$ cat config.mk
export PLATFORM = sky130hd
export DESIGN_NAME = sensor_registry_log_framer_flat
export DESIGN_NICKNAME = d
export VERILOG_FILES = /design/src/hw/rtl/srlf_pkg.sv /design/src/hw/rtl/srlf_if.sv /design/src/hw/rtl/sensor_registry_log_framer.sv /design/src/hw/rtl/srlf_i2f.sv /design/src/hw/rtl/srlf_dp.sv /design/src/hw/rtl/srlf_ctrl.sv /design/src/flat_wrapper.sv
export SDC_FILE = /design/constraint.sdc
export NUM_CORES = 2
export LEC_CHECK = 0
export BUFFER_PORTS_ARGS = -buffer_cell sky130_fd_sc_hd__buf_2
export CORE_MARGIN = 2
export CORE_UTILIZATION = 30
export CTS_CLUSTER_DIAMETER = 60
export DETAILED_ROUTE_END_ITERATION = 8
export PLACE_DENSITY = 0.48
export SLEW_MARGIN = 40
export SYNTH_ARGS = -nofsm -noshare
export SYNTH_HDL_FRONTEND = slang
export SYNTH_SLANG_ARGS = --single-unit
$ cat constraint.sdc
create_clock -name i_clk -period 9.8 [get_ports i_clk]
set_input_delay 1.96 -clock i_clk [delete_from_list [all_inputs] [get_ports i_clk]]
set_output_delay 1.96 -clock i_clk [all_outputs]
set_load 0.02 [all_outputs]
$ cat src/hw/rtl/srlf_pkg.sv
package srlf_pkg;

    localparam int MAX_ENTRIES = 32;
    localparam int CNT_W       = $clog2(MAX_ENTRIES + 1);
    localparam int IDX_W       = (MAX_ENTRIES > 1) ? $clog2(MAX_ENTRIES) : 1;

    localparam logic [7:0]  FRAME_MARKER = 8'hAA;
    localparam logic [7:0]  FRAME_BASE   = 8'd4;
    localparam logic [31:0] FLOAT_ONE    = 32'h3F80_0000;
    localparam logic [31:0] FLOAT_ZERO   = 32'h0000_0000;

    typedef enum logic [1:0] {
        CK_HDR   = 2'd0,
        CK_STAMP = 2'd1,
        CK_REC   = 2'd2,
        CK_CSUM  = 2'd3
    } t_chunk_kind;

    typedef struct packed {
        logic        kind;
        logic [7:0]  sensor_id;
        logic [1:0]  value_type;
        logic [31:0] raw_value;
        logic [31:0] stamp;
    } t_item;

    typedef struct packed {
        logic        load_item;
        logic        idx_clr;
        logic        idx_inc;
        logic        mem_rd;
        logic        wr_update;
        logic        wr_append;
        logic        conv_start;
        logic        emit;
        t_chunk_kind emit_kind;
    } t_dp_cmd;

    typedef struct packed {
        logic item_kind;
        logic idx_at_count;
        logic full;
        logic id_match;
        logic rd_is_int;
        logic conv_done;
        logic out_free;
    } t_dp_status;

endpackage

$ cat src/hw/rtl/srlf_if.sv
interface srlf_in_if;
    logic        valid;
    logic        ready;
    logic        kind;
    logic [7:0]  sensor_id;
    logic [1:0]  value_type;
    logic [31:0] raw_value;
    logic [31:0] stamp;

    modport source (output valid, kind, sensor_id, value_type, raw_value, stamp,
                    input ready);
    modport sink   (input valid, kind, sensor_id, value_type, raw_value, stamp,
                    output ready);
endinterface

interface srlf_out_if;
    logic        valid;
    logic        ready;
    logic [39:0] chunk_data;
    logic [2:0]  chunk_bytes;
    logic [1:0]  chunk_kind;
    logic        last;

    modport source (output valid, chunk_data, chunk_bytes, chunk_kind, last,
                    input ready);
    modport sink   (input valid, chunk_data, chunk_bytes, chunk_kind, last,
                    output ready);
endinterface

$ cat src/hw/rtl/sensor_registry_log_framer.sv
// Sensor registry and log framer. Set items (kind 0) look up the 8-bit id in a
// single-port registry of up to 32 entries, searched one entry at a time, and
// either replace the stored value or, if the registry is not full, append a
// new entry; a set item gives no beat. Log items (kind 1) emit a header beat,
// a timestamp beat, one five-byte record beat per entry and a checksum beat
// with last set. Integer entries go through a shared int-to-single converter
// whose normalizer shifts by 8 or 1 bit per cycle. The output register lets
// the next item be taken while the final beat still waits. Stalls on the
// chunk channel add cycles.
module sensor_registry_log_framer import srlf_pkg::*; (
    input  logic       i_clk,
    input  logic       i_rst_n,
    srlf_in_if.sink    i_item,
    srlf_out_if.source o_chunk
);

    t_item      w_item;
    t_dp_cmd    w_cmd;
    t_dp_status w_status;
    logic       w_ready;

    assign w_item = '{
        kind:       i_item.kind,
        sensor_id:  i_item.sensor_id,
        value_type: i_item.value_type,
        raw_value:  i_item.raw_value,
        stamp:      i_item.stamp
    };
    assign i_item.ready = w_ready;

    srlf_ctrl u_ctrl (
        .i_clk      (i_clk),
        .i_rst_n    (i_rst_n),
        .i_in_valid (i_item.valid),
        .o_in_ready (w_ready),
        .i_status   (w_status),
        .o_cmd      (w_cmd)
    );

    srlf_dp u_dp (
        .i_clk    (i_clk),
        .i_rst_n  (i_rst_n),
        .i_item   (w_item),
        .i_cmd    (w_cmd),
        .o_status (w_status),
        .o_chunk  (o_chunk)
    );

endmodule

$ cat src/hw/rtl/srlf_i2f.sv
// int32 to single precision, round to nearest even.
// Normalizes by 8 or 1 bit per cycle, then rounds in the ST_ROUND state.
module srlf_i2f import srlf_pkg::*; (
    input  logic        i_clk,
    input  logic        i_rst_n,
    input  logic        i_start,
    input  logic [31:0] i_value,
    output logic        o_done,
    output logic [31:0] o_result
);

    typedef enum logic [1:0] {
        ST_IDLE,
        ST_NORM,
        ST_ROUND
    } t_state;

    t_state      r_state;
    logic        r_sign;
    logic [31:0] r_mag;
    logic [4:0]  r_sh;
    logic [31:0] r_result;
    logic        r_done;

    logic        w_round_up;
    logic [24:0] w_man;
    logic [7:0]  w_exp;

    always_comb begin
        // guard bit set and (sticky or odd mantissa)
        w_round_up = r_mag[7] && ((|r_mag[6:0]) || r_mag[8]);
        w_man      = {1'b0, r_mag[31:8]} + {24'd0, w_round_up};
        w_exp      = 8'd158 - {3'd0, r_sh};
    end

    always_ff @(posedge i_clk) begin
        if (!i_rst_n) begin
            r_state <= ST_IDLE;
            r_done  <= 1'b0;
        end else begin
            case (r_state)
                ST_IDLE: begin
                    if (i_start) begin
                        r_sign  <= i_value[31];
                        r_mag   <= i_value[31] ? (32'd0 - i_value) : i_value;
                        r_sh    <= 5'd0;
                        r_done  <= 1'b0;
                        r_state <= ST_NORM;
                    end
                end
                ST_NORM: begin
                    if (r_mag == 32'd0) begin
                        r_result <= FLOAT_ZERO;
                        r_done   <= 1'b1;
                        r_state  <= ST_IDLE;
                    end else if (r_mag[31]) begin
                        r_state <= ST_ROUND;
                    end else if (r_mag[31:24] == 8'd0) begin
                        r_mag <= {r_mag[23:0], 8'd0};
                        r_sh  <= r_sh + 5'd8;
                    end else begin
                        r_mag <= {r_mag[30:0], 1'b0};
                        r_sh  <= r_sh + 5'd1;
                    end
                end
                ST_ROUND: begin
                    if (w_man[24]) begin
                        r_result <= {r_sign, w_exp + 8'd1, 23'd0};
                    end else begin
                        r_result <= {r_sign, w_exp, w_man[22:0]};
                    end
                    r_done  <= 1'b1;
                    r_state <= ST_IDLE;
                end
                default: begin
                    r_state <= ST_IDLE;
                end
            endcase
        end
    end

    assign o_done   = r_done;
    assign o_result = r_result;

endmodule

$ cat src/hw/rtl/srlf_dp.sv
module srlf_dp import srlf_pkg::*; (
    input  logic        i_clk,
    input  logic        i_rst_n,
    input  t_item       i_item,
    input  t_dp_cmd     i_cmd,
    output t_dp_status  o_status,
    srlf_out_if.source  o_chunk
);

    localparam logic [1:0] VT_FLOAT = 2'd0;
    localparam logic [1:0] VT_INT   = 2'd1;
    localparam logic [1:0] VT_BOOL  = 2'd2;

    typedef struct packed {
        logic [7:0]  id;
        logic [1:0]  vtype;
        logic [31:0] value;
    } t_entry;

    t_entry             r_mem [MAX_ENTRIES];
    t_entry             r_rd;
    t_item              r_item;
    logic [CNT_W-1:0]   r_idx;
    logic [CNT_W-1:0]   r_count;
    logic [7:0]         r_sum;

    logic               r_out_valid;
    logic [39:0]        r_out_data;
    logic [2:0]         r_out_bytes;
    t_chunk_kind        r_out_kind;
    logic               r_out_last;

    logic               w_wr_en;
    logic [IDX_W-1:0]   w_wr_addr;
    t_entry             w_wr_data;
    logic [7:0]         w_len;
    logic [31:0]        w_rec_val;
    logic [39:0]        w_data;
    logic [2:0]         w_bytes;
    logic [7:0]         w_bsum;
    logic               w_out_free;
    logic               w_conv_done;
    logic [31:0]        w_conv_val;

    srlf_i2f u_i2f (
        .i_clk    (i_clk),
        .i_rst_n  (i_rst_n),
        .i_start  (i_cmd.conv_start),
        .i_value  (r_rd.value),
        .o_done   (w_conv_done),
        .o_result (w_conv_val)
    );

    // Update rewrites the entry read during the search with only a new value.
    always_comb begin
        w_wr_en = i_cmd.wr_update || i_cmd.wr_append;
        if (i_cmd.wr_append) begin
            w_wr_addr = r_count[IDX_W-1:0];
            w_wr_data = '{id: r_item.sensor_id, vtype: r_item.value_type,
                          value: r_item.raw_value};
        end else begin
            w_wr_addr = r_idx[IDX_W-1:0];
            w_wr_data = '{id: r_rd.id, vtype: r_rd.vtype, value: r_item.raw_value};
        end
    end

    always_ff @(posedge i_clk) begin
        if (w_wr_en) begin
            r_mem[w_wr_addr] <= w_wr_data;
        end
        if (i_cmd.mem_rd) begin
            r_rd <= r_mem[r_idx[IDX_W-1:0]];
        end
        if (i_cmd.load_item) begin
            r_item <= i_item;
        end
    end

    always_comb begin
        w_len = FRAME_BASE + 8'({r_count, 2'b00}) + 8'(r_count);
        case (r_rd.vtype)
            VT_FLOAT: w_rec_val = r_rd.value;
            VT_INT:   w_rec_val = w_conv_val;
            VT_BOOL:  w_rec_val = (r_rd.value != 32'd0) ? FLOAT_ONE : FLOAT_ZERO;
            default:  w_rec_val = FLOAT_ZERO;
        endcase
        case (i_cmd.emit_kind)
            CK_HDR: begin
                w_data  = {24'd0, w_len, FRAME_MARKER};
                w_bytes = 3'd2;
            end
            CK_STAMP: begin
                w_data  = {8'd0, r_item.stamp};
                w_bytes = 3'd4;
            end
            CK_REC: begin
                w_data  = {w_rec_val, r_rd.id};
                w_bytes = 3'd5;
            end
            default: begin
                w_data  = {32'd0, r_sum};
                w_bytes = 3'd1;
            end
        endcase
        // unused bytes are zero, so all five can be summed
        w_bsum = w_data[7:0] + w_data[15:8] + w_data[23:16] + w_data[31:24]
               + w_data[39:32];
        w_out_free = !r_out_valid || o_chunk.ready;
    end

    always_ff @(posedge i_clk) begin
        if (!i_rst_n) begin
            r_out_valid <= 1'b0;
            r_idx       <= '0;
            r_count     <= '0;
            r_sum       <= 8'd0;
        end else begin
            if (i_cmd.idx_clr) begin
                r_idx <= '0;
            end else if (i_cmd.idx_inc) begin
                r_idx <= r_idx + 1'b1;
            end
            if (i_cmd.wr_append) begin
                r_count <= r_count + 1'b1;
            end
            if (i_cmd.emit) begin
                r_out_valid <= 1'b1;
                r_sum       <= (i_cmd.emit_kind == CK_HDR) ? w_bsum : r_sum + w_bsum;
            end else if (o_chunk.ready) begin
                r_out_valid <= 1'b0;
            end
        end
    end

    always_ff @(posedge i_clk) begin
        if (i_cmd.emit) begin
            r_out_data  <= w_data;
            r_out_bytes <= w_bytes;
            r_out_kind  <= i_cmd.emit_kind;
            r_out_last  <= (i_cmd.emit_kind == CK_CSUM);
        end
    end

    assign o_chunk.valid       = r_out_valid;
    assign o_chunk.chunk_data  = r_out_data;
    assign o_chunk.chunk_bytes = r_out_bytes;
    assign o_chunk.chunk_kind  = r_out_kind;
    assign o_chunk.last        = r_out_last;

    assign o_status = '{
        item_kind:    r_item.kind,
        idx_at_count: (r_idx == r_count),
        full:         (r_count == CNT_W'(MAX_ENTRIES)),
        id_match:     (r_rd.id == r_item.sensor_id),
        rd_is_int:    (r_rd.vtype == VT_INT),
        conv_done:    w_conv_done,
        out_free:     w_out_free
    };

endmodule

$ cat src/hw/rtl/srlf_ctrl.sv
module srlf_ctrl import srlf_pkg::*; (
    input  logic       i_clk,
    input  logic       i_rst_n,
    input  logic       i_in_valid,
    output logic       o_in_ready,
    input  t_dp_status i_status,
    output t_dp_cmd    o_cmd
);

    typedef enum logic [3:0] {
        ST_IDLE,
        ST_DECODE,
        ST_SET_RD,
        ST_SET_CMP,
        ST_LOG_HDR,
        ST_LOG_STAMP,
        ST_LOG_RD,
        ST_LOG_CONV,
        ST_LOG_WAIT,
        ST_LOG_REC,
        ST_LOG_CSUM
    } t_state;

    t_state r_state;
    t_state n_state;

    always_comb begin
        n_state    = r_state;
        o_cmd      = '0;
        o_in_ready = 1'b0;
        case (r_state)
            ST_IDLE: begin
                o_in_ready = 1'b1;
                if (i_in_valid) begin
                    o_cmd.load_item = 1'b1;
                    o_cmd.idx_clr   = 1'b1;
                    n_state         = ST_DECODE;
                end
            end
            ST_DECODE: begin
                n_state = i_status.item_kind ? ST_LOG_HDR : ST_SET_RD;
            end
            ST_SET_RD: begin
                if (i_status.idx_at_count) begin
                    o_cmd.wr_append = !i_status.full;
                    n_state         = ST_IDLE;
                end else begin
                    o_cmd.mem_rd = 1'b1;
                    n_state      = ST_SET_CMP;
                end
            end
            ST_SET_CMP: begin
                if (i_status.id_match) begin
                    o_cmd.wr_update = 1'b1;
                    n_state         = ST_IDLE;
                end else begin
                    o_cmd.idx_inc = 1'b1;
                    n_state       = ST_SET_RD;
                end
            end
            ST_LOG_HDR: begin
                o_cmd.emit_kind = CK_HDR;
                if (i_status.out_free) begin
                    o_cmd.emit = 1'b1;
                    n_state    = ST_LOG_STAMP;
                end
            end
            ST_LOG_STAMP: begin
                o_cmd.emit_kind = CK_STAMP;
                if (i_status.out_free) begin
                    o_cmd.emit = 1'b1;
                    n_state    = ST_LOG_RD;
                end
            end
            ST_LOG_RD: begin
                if (i_status.idx_at_count) begin
                    n_state = ST_LOG_CSUM;
                end else begin
                    o_cmd.mem_rd = 1'b1;
                    n_state      = ST_LOG_CONV;
                end
            end
            ST_LOG_CONV: begin
                if (i_status.rd_is_int) begin
                    o_cmd.conv_start = 1'b1;
                    n_state          = ST_LOG_WAIT;
                end else begin
                    n_state = ST_LOG_REC;
                end
            end
            ST_LOG_WAIT: begin
                if (i_status.conv_done) begin
                    n_state = ST_LOG_REC;
                end
            end
            ST_LOG_REC: begin
                o_cmd.emit_kind = CK_REC;
                if (i_status.out_free) begin
                    o_cmd.emit    = 1'b1;
                    o_cmd.idx_inc = 1'b1;
                    n_state       = ST_LOG_RD;
                end
            end
            ST_LOG_CSUM: begin
                o_cmd.emit_kind = CK_CSUM;
                if (i_status.out_free) begin
                    o_cmd.emit = 1'b1;
                    n_state    = ST_IDLE;
                end
            end
            default: begin
                n_state = ST_IDLE;
            end
        endcase
    end

    always_ff @(posedge i_clk) begin
        if (!i_rst_n) begin
            r_state <= ST_IDLE;
        end else begin
            r_state <= n_state;
        end
    end

endmodule

$ cat src/flat_wrapper.sv
// flat-port wrapper written by rule: the top's interface ports become plain ports
module sensor_registry_log_framer_flat import srlf_pkg::*;
  (i_clk, i_rst_n, i_item_valid, i_item_kind, i_item_sensor_id, i_item_value_type, i_item_raw_value, i_item_stamp, i_item_ready, o_chunk_valid, o_chunk_chunk_data, o_chunk_chunk_bytes, o_chunk_chunk_kind, o_chunk_last, o_chunk_ready);
  srlf_in_if i_item_i ();
  srlf_out_if o_chunk_i ();
  input  logic i_clk;
  input  logic i_rst_n;
  input wire logic [$bits(i_item_i.valid)-1:0] i_item_valid;
  input wire logic [$bits(i_item_i.kind)-1:0] i_item_kind;
  input wire logic [$bits(i_item_i.sensor_id)-1:0] i_item_sensor_id;
  input wire logic [$bits(i_item_i.value_type)-1:0] i_item_value_type;
  input wire logic [$bits(i_item_i.raw_value)-1:0] i_item_raw_value;
  input wire logic [$bits(i_item_i.stamp)-1:0] i_item_stamp;
  output wire logic [$bits(i_item_i.ready)-1:0] i_item_ready;
  output wire logic [$bits(o_chunk_i.valid)-1:0] o_chunk_valid;
  output wire logic [$bits(o_chunk_i.chunk_data)-1:0] o_chunk_chunk_data;
  output wire logic [$bits(o_chunk_i.chunk_bytes)-1:0] o_chunk_chunk_bytes;
  output wire logic [$bits(o_chunk_i.chunk_kind)-1:0] o_chunk_chunk_kind;
  output wire logic [$bits(o_chunk_i.last)-1:0] o_chunk_last;
  input wire logic [$bits(o_chunk_i.ready)-1:0] o_chunk_ready;
  assign i_item_i.valid = i_item_valid;
  assign i_item_i.kind = i_item_kind;
  assign i_item_i.sensor_id = i_item_sensor_id;
  assign i_item_i.value_type = i_item_value_type;
  assign i_item_i.raw_value = i_item_raw_value;
  assign i_item_i.stamp = i_item_stamp;
  assign i_item_ready = i_item_i.ready;
  assign o_chunk_valid = o_chunk_i.valid;
  assign o_chunk_chunk_data = o_chunk_i.chunk_data;
  assign o_chunk_chunk_bytes = o_chunk_i.chunk_bytes;
  assign o_chunk_chunk_kind = o_chunk_i.chunk_kind;
  assign o_chunk_last = o_chunk_i.last;
  assign o_chunk_i.ready = o_chunk_ready;
  sensor_registry_log_framer u_core (.i_clk(i_clk), .i_rst_n(i_rst_n), .i_item(i_item_i), .o_chunk(o_chunk_i));
endmodule
==> flow_summary.toml <==
[timing]
max_clock_freq_mhz = 127
hold_slack_ns = 0.528
setup_tns_ns = 0
skew_ns = 0.0373
max_slew_margin = 0.442
setup_viol = 0
worst_pin_slew_ns = 0.826
hold_viol_final = 0
rsz0062_at_grt = "no"
finalMaxSlewViolations = 0
fin_crit_ns = 7.87
min_period_over_period = 0.803

[clock_tree]
postCtsSetupRepairBufs = 0
clockBufferDepth = 3
clock-sinks = 1604
cts.clk_slew.worst_paths_ns = 0.06
ctsHoldBuffers = 0
cts.root.buffer_cell = "clkbuf_16"
insertion_delay_ns = 0.81
numCtsBuffers = 182
postCtsResizedCells = 0
cts_tree = "done"
htreeDepth = 4

[detailed_routing]
vias = 31200
drt_wl_total_um = 173000
viasPerCell = 4.95
drtIter0Drc = 3220
drc = 0
drt_first_pass_iters = 5
drt-wirelength-per-cell_um = 27.4
drt.antenna.violating_nets = 0

[critical_path]
path_delay_family = "adder cells"
cp_slowest_cell = "dfxtp_1"
cp_slowest_stage_delay_ns = 0.71
reg2reg_slack_ns = 1.93
cp.required_ns = 10.49
rr_worst_depth = 25
critical_path_arrival_ns = 8.56
r2r-start = "u_core.u_ctrl.r_state[1]"
crit_buf_inv = 2
worstSetupEndpointType = "flop"
critPathKind = "reg2reg"
start_kind = "flop"
timing.rr.end = "u_core.u_dp.r_sum[7]"
crit_fanout = 19

[synthesis]
synth_top_family_by_area = "multiplexers"
ys_types = 68
async_flop_share = 0
synth.top_cell.area_share = 0.738
synthSimpleGateAreaFrac = 0.0287
ys_seq_elements = 1604
syn-cell-area_sq_um = 64200
synthFlopType = "edfxtp_1"
synth.area.mux_share = 0.164
post_synth_fa_ha_maj_area_fraction = 0.0146
avgSynthCellArea_sq_um = 20.9
yosysWarnings = 0
synth_edf_count = 1576
netlist_instances = 3074
yosys.area.top_type = "edfxtp_1"
synth_compound_area_frac = 0.0195
synthTopCellsByArea = "edfxtp_1, mux4_2, mux2_2, dfxtp_1, xor2_1"
synthXorXnorAreaFrac = 0.0138
syn_nets = 3214
seq_area_frac_synth = 0.746

[layout]
nNetsFinal = 3481
multi_input_area_sq_um = 15700
fillCellCount = 19800
syn_to_final_growth_pct = 17.1
final_common_cell = "edfxtp_1"
drive_gt1_frac = 0.296
seq_area_sq_um = 47900
layout_common_cells = "edfxtp_1, mux4_2, clkbuf_16"

[pwr]
cellPowerDensity_nw_per_um2 = 195
comb_power_share = 0.026
p_leak_uw = 0.0230
p_seq_frac = 0.528
clockPowerShare = 0.446
p_sw_frac = 0.212
ir_drop_mv = 0.184
netSwitchingPower_uw = 3110
p_int_uw = 11500

[placed_design]
dpl.hpwl_um = 96900
numPortBuffers = 126
place.gp.congestion = 0.818

[floorplan]
dieArea_sq_um = 218000
die_h_um = 466
top_level_ports = 127
rows = 169
coreArea_sq_um = 212000
die_x_um = 466
initial_core_util = 0.302

[flow_run]
maxCapViolations = 0

[min_path]
min_path_cells = 1
min_to = "u_core.u_dp.u_i2f.o_result[31]"
min_from = "u_core.u_dp.u_i2f.r_sign"
min_path_type = "reg2reg"

[grt]
grt_busiest_layer = "met2"
overflow = 0
antenna_found_initial = 10
grt_use_met2 = 0.249
grt_max_degree = 79
grt_util_met3 = 0.0247
first_global_vias = 31700
grt_pass1_wl_um = 244000
grt_util_met1 = 0.228
grtUsageTotal = 0.157

[status]
status = "finished, final reports clean"
kinds of logic (layout without fill, tap and decap cells):
family | after synthesis | in the layout
DFF | 1604 | 1604
adders and majority gates | 62 | 62
AOI/OAI and AO/OA | 192 | 192
buffers and inverters | 223 | 635
other | 0 | 2
xor gates and xnor gates | 98 | 98
and+or+nand+nor | 377 | 377
muxes | 518 | 518
routing by layer:
metal / part of all wire / up-vias / routed length (um)
met2: 0.47 / 905 / 81300
met1: 0.46 / 16900 / 79600
met4: 0.017 / 0 / 2980
met5: 0 / - / 0
li1: - / 13200 / -
met3: 0.052 / 205 / 8950
sequential cells by signal (all words and copies together), names as in the netlist, 2 cells and up:
name and flops:
u_core.u_dp.r_idx 6, u_core.u_dp.r_mem 1344, u_core.u_dp.o_chunk.chunk_bytes 3, u_core.u_dp.u_i2f.r_state 2
u_core.u_dp.r_count 6, u_core.u_dp.u_i2f.o_result 32, u_core.u_ctrl.r_state 4, u_core.u_dp.r_item 74
u_core.u_dp.u_i2f.r_sh 5, u_core.u_dp.r_sum 8, u_core.u_dp.u_i2f.r_mag 32, u_core.u_dp.o_chunk.chunk_data 40
u_core.u_dp.r_rd 42
per-stage QoR:
stage | worst slack [ns] | utilization | total power [uW] | cell area [sq um] | cells
2_1_floorplan | 3.00 | - | 8060 | 64200 | 3074
3_3_place_gp | 2.01 | 0.323 | 8230 | 68600 | 5932
3_5_place_dp | 1.94 | 0.326 | 8250 | 69100 | 5959
4_1_cts | 1.90 | 0.353 | 14800 | 74900 | 6288
5_1_grt | 1.43 | 0.354 | 15100 | 75100 | 6307
6_report | 1.93 | 0.354 | 14700 | 75100 | 6309
synth_stat cells, drive strengths merged (3+ instances only):
cell type,instances
o41ai,4
inv,63
mux2i,46
buf,56
mux2,52
a31oi,3
nand2,107
a21boi,4
o31ai,8
or3,9
ha,39
a2bb2oi,3
o21ai,55
a21oi,41
mux4,420
and3,7
xnor2,34
nor2b,22
o22ai,28
or2,4
nor3,10
dfxtp,28
a22oi,7
xor2,62
fa,22
a222oi,6
clkbuf,103
a21o,4
nor4,12
edfxtp,1576
a221o,3
o21a,8
a211oi,5
nor2,110
or4,6
nand3,18
o211a,3
nand3b,5
nand4,15
o21bai,3
and2,23
nand2b,18
cell type report:
type	instances	share of cell area
inverters	64	0.00320
clock buffers	225	0.0633
clock inverters	104	0.0131
flip-flops and latches	1604	0.638
multi-input cells	1247	0.210
well taps	2821	0.0470
repair buffers	242	0.0260
diodes	2	0.0000666
power by group through the flow:
stage | clock network (uW) | logic (uW) | registers [uW]
after global placement | 0 | 287 | 7940
after CTS | 6700 | 334 | 7780
after detailed placement | 0 | 332 | 7920
after floorplan | 0 | 164 | 7890
final | 6530 | 380 | 7740
after global routing | 6960 | 418 | 7740
worst max-delay path by stage:
stage,start,end,slack (ns),depth (start not counted)
6_report,u_core.u_ctrl.r_state[1],u_core.u_dp.r_sum[7],1.93,25
5_1_grt,u_core.u_ctrl.r_state[1],u_core.u_dp.r_sum[7],1.43,25
4_1_cts,u_core.u_ctrl.r_state[1],u_core.u_dp.r_sum[7],1.90,25
2_1_floorplan,u_core.u_ctrl.r_state[3],u_core.u_dp.r_sum[7],3.00,31
3_3_place_gp,u_core.u_ctrl.r_state[1],u_core.u_dp.r_sum[7],2.01,25
3_5_place_dp,u_core.u_ctrl.r_state[1],u_core.u_dp.r_sum[7],1.94,25
Power figures use the tool's default switching activity.
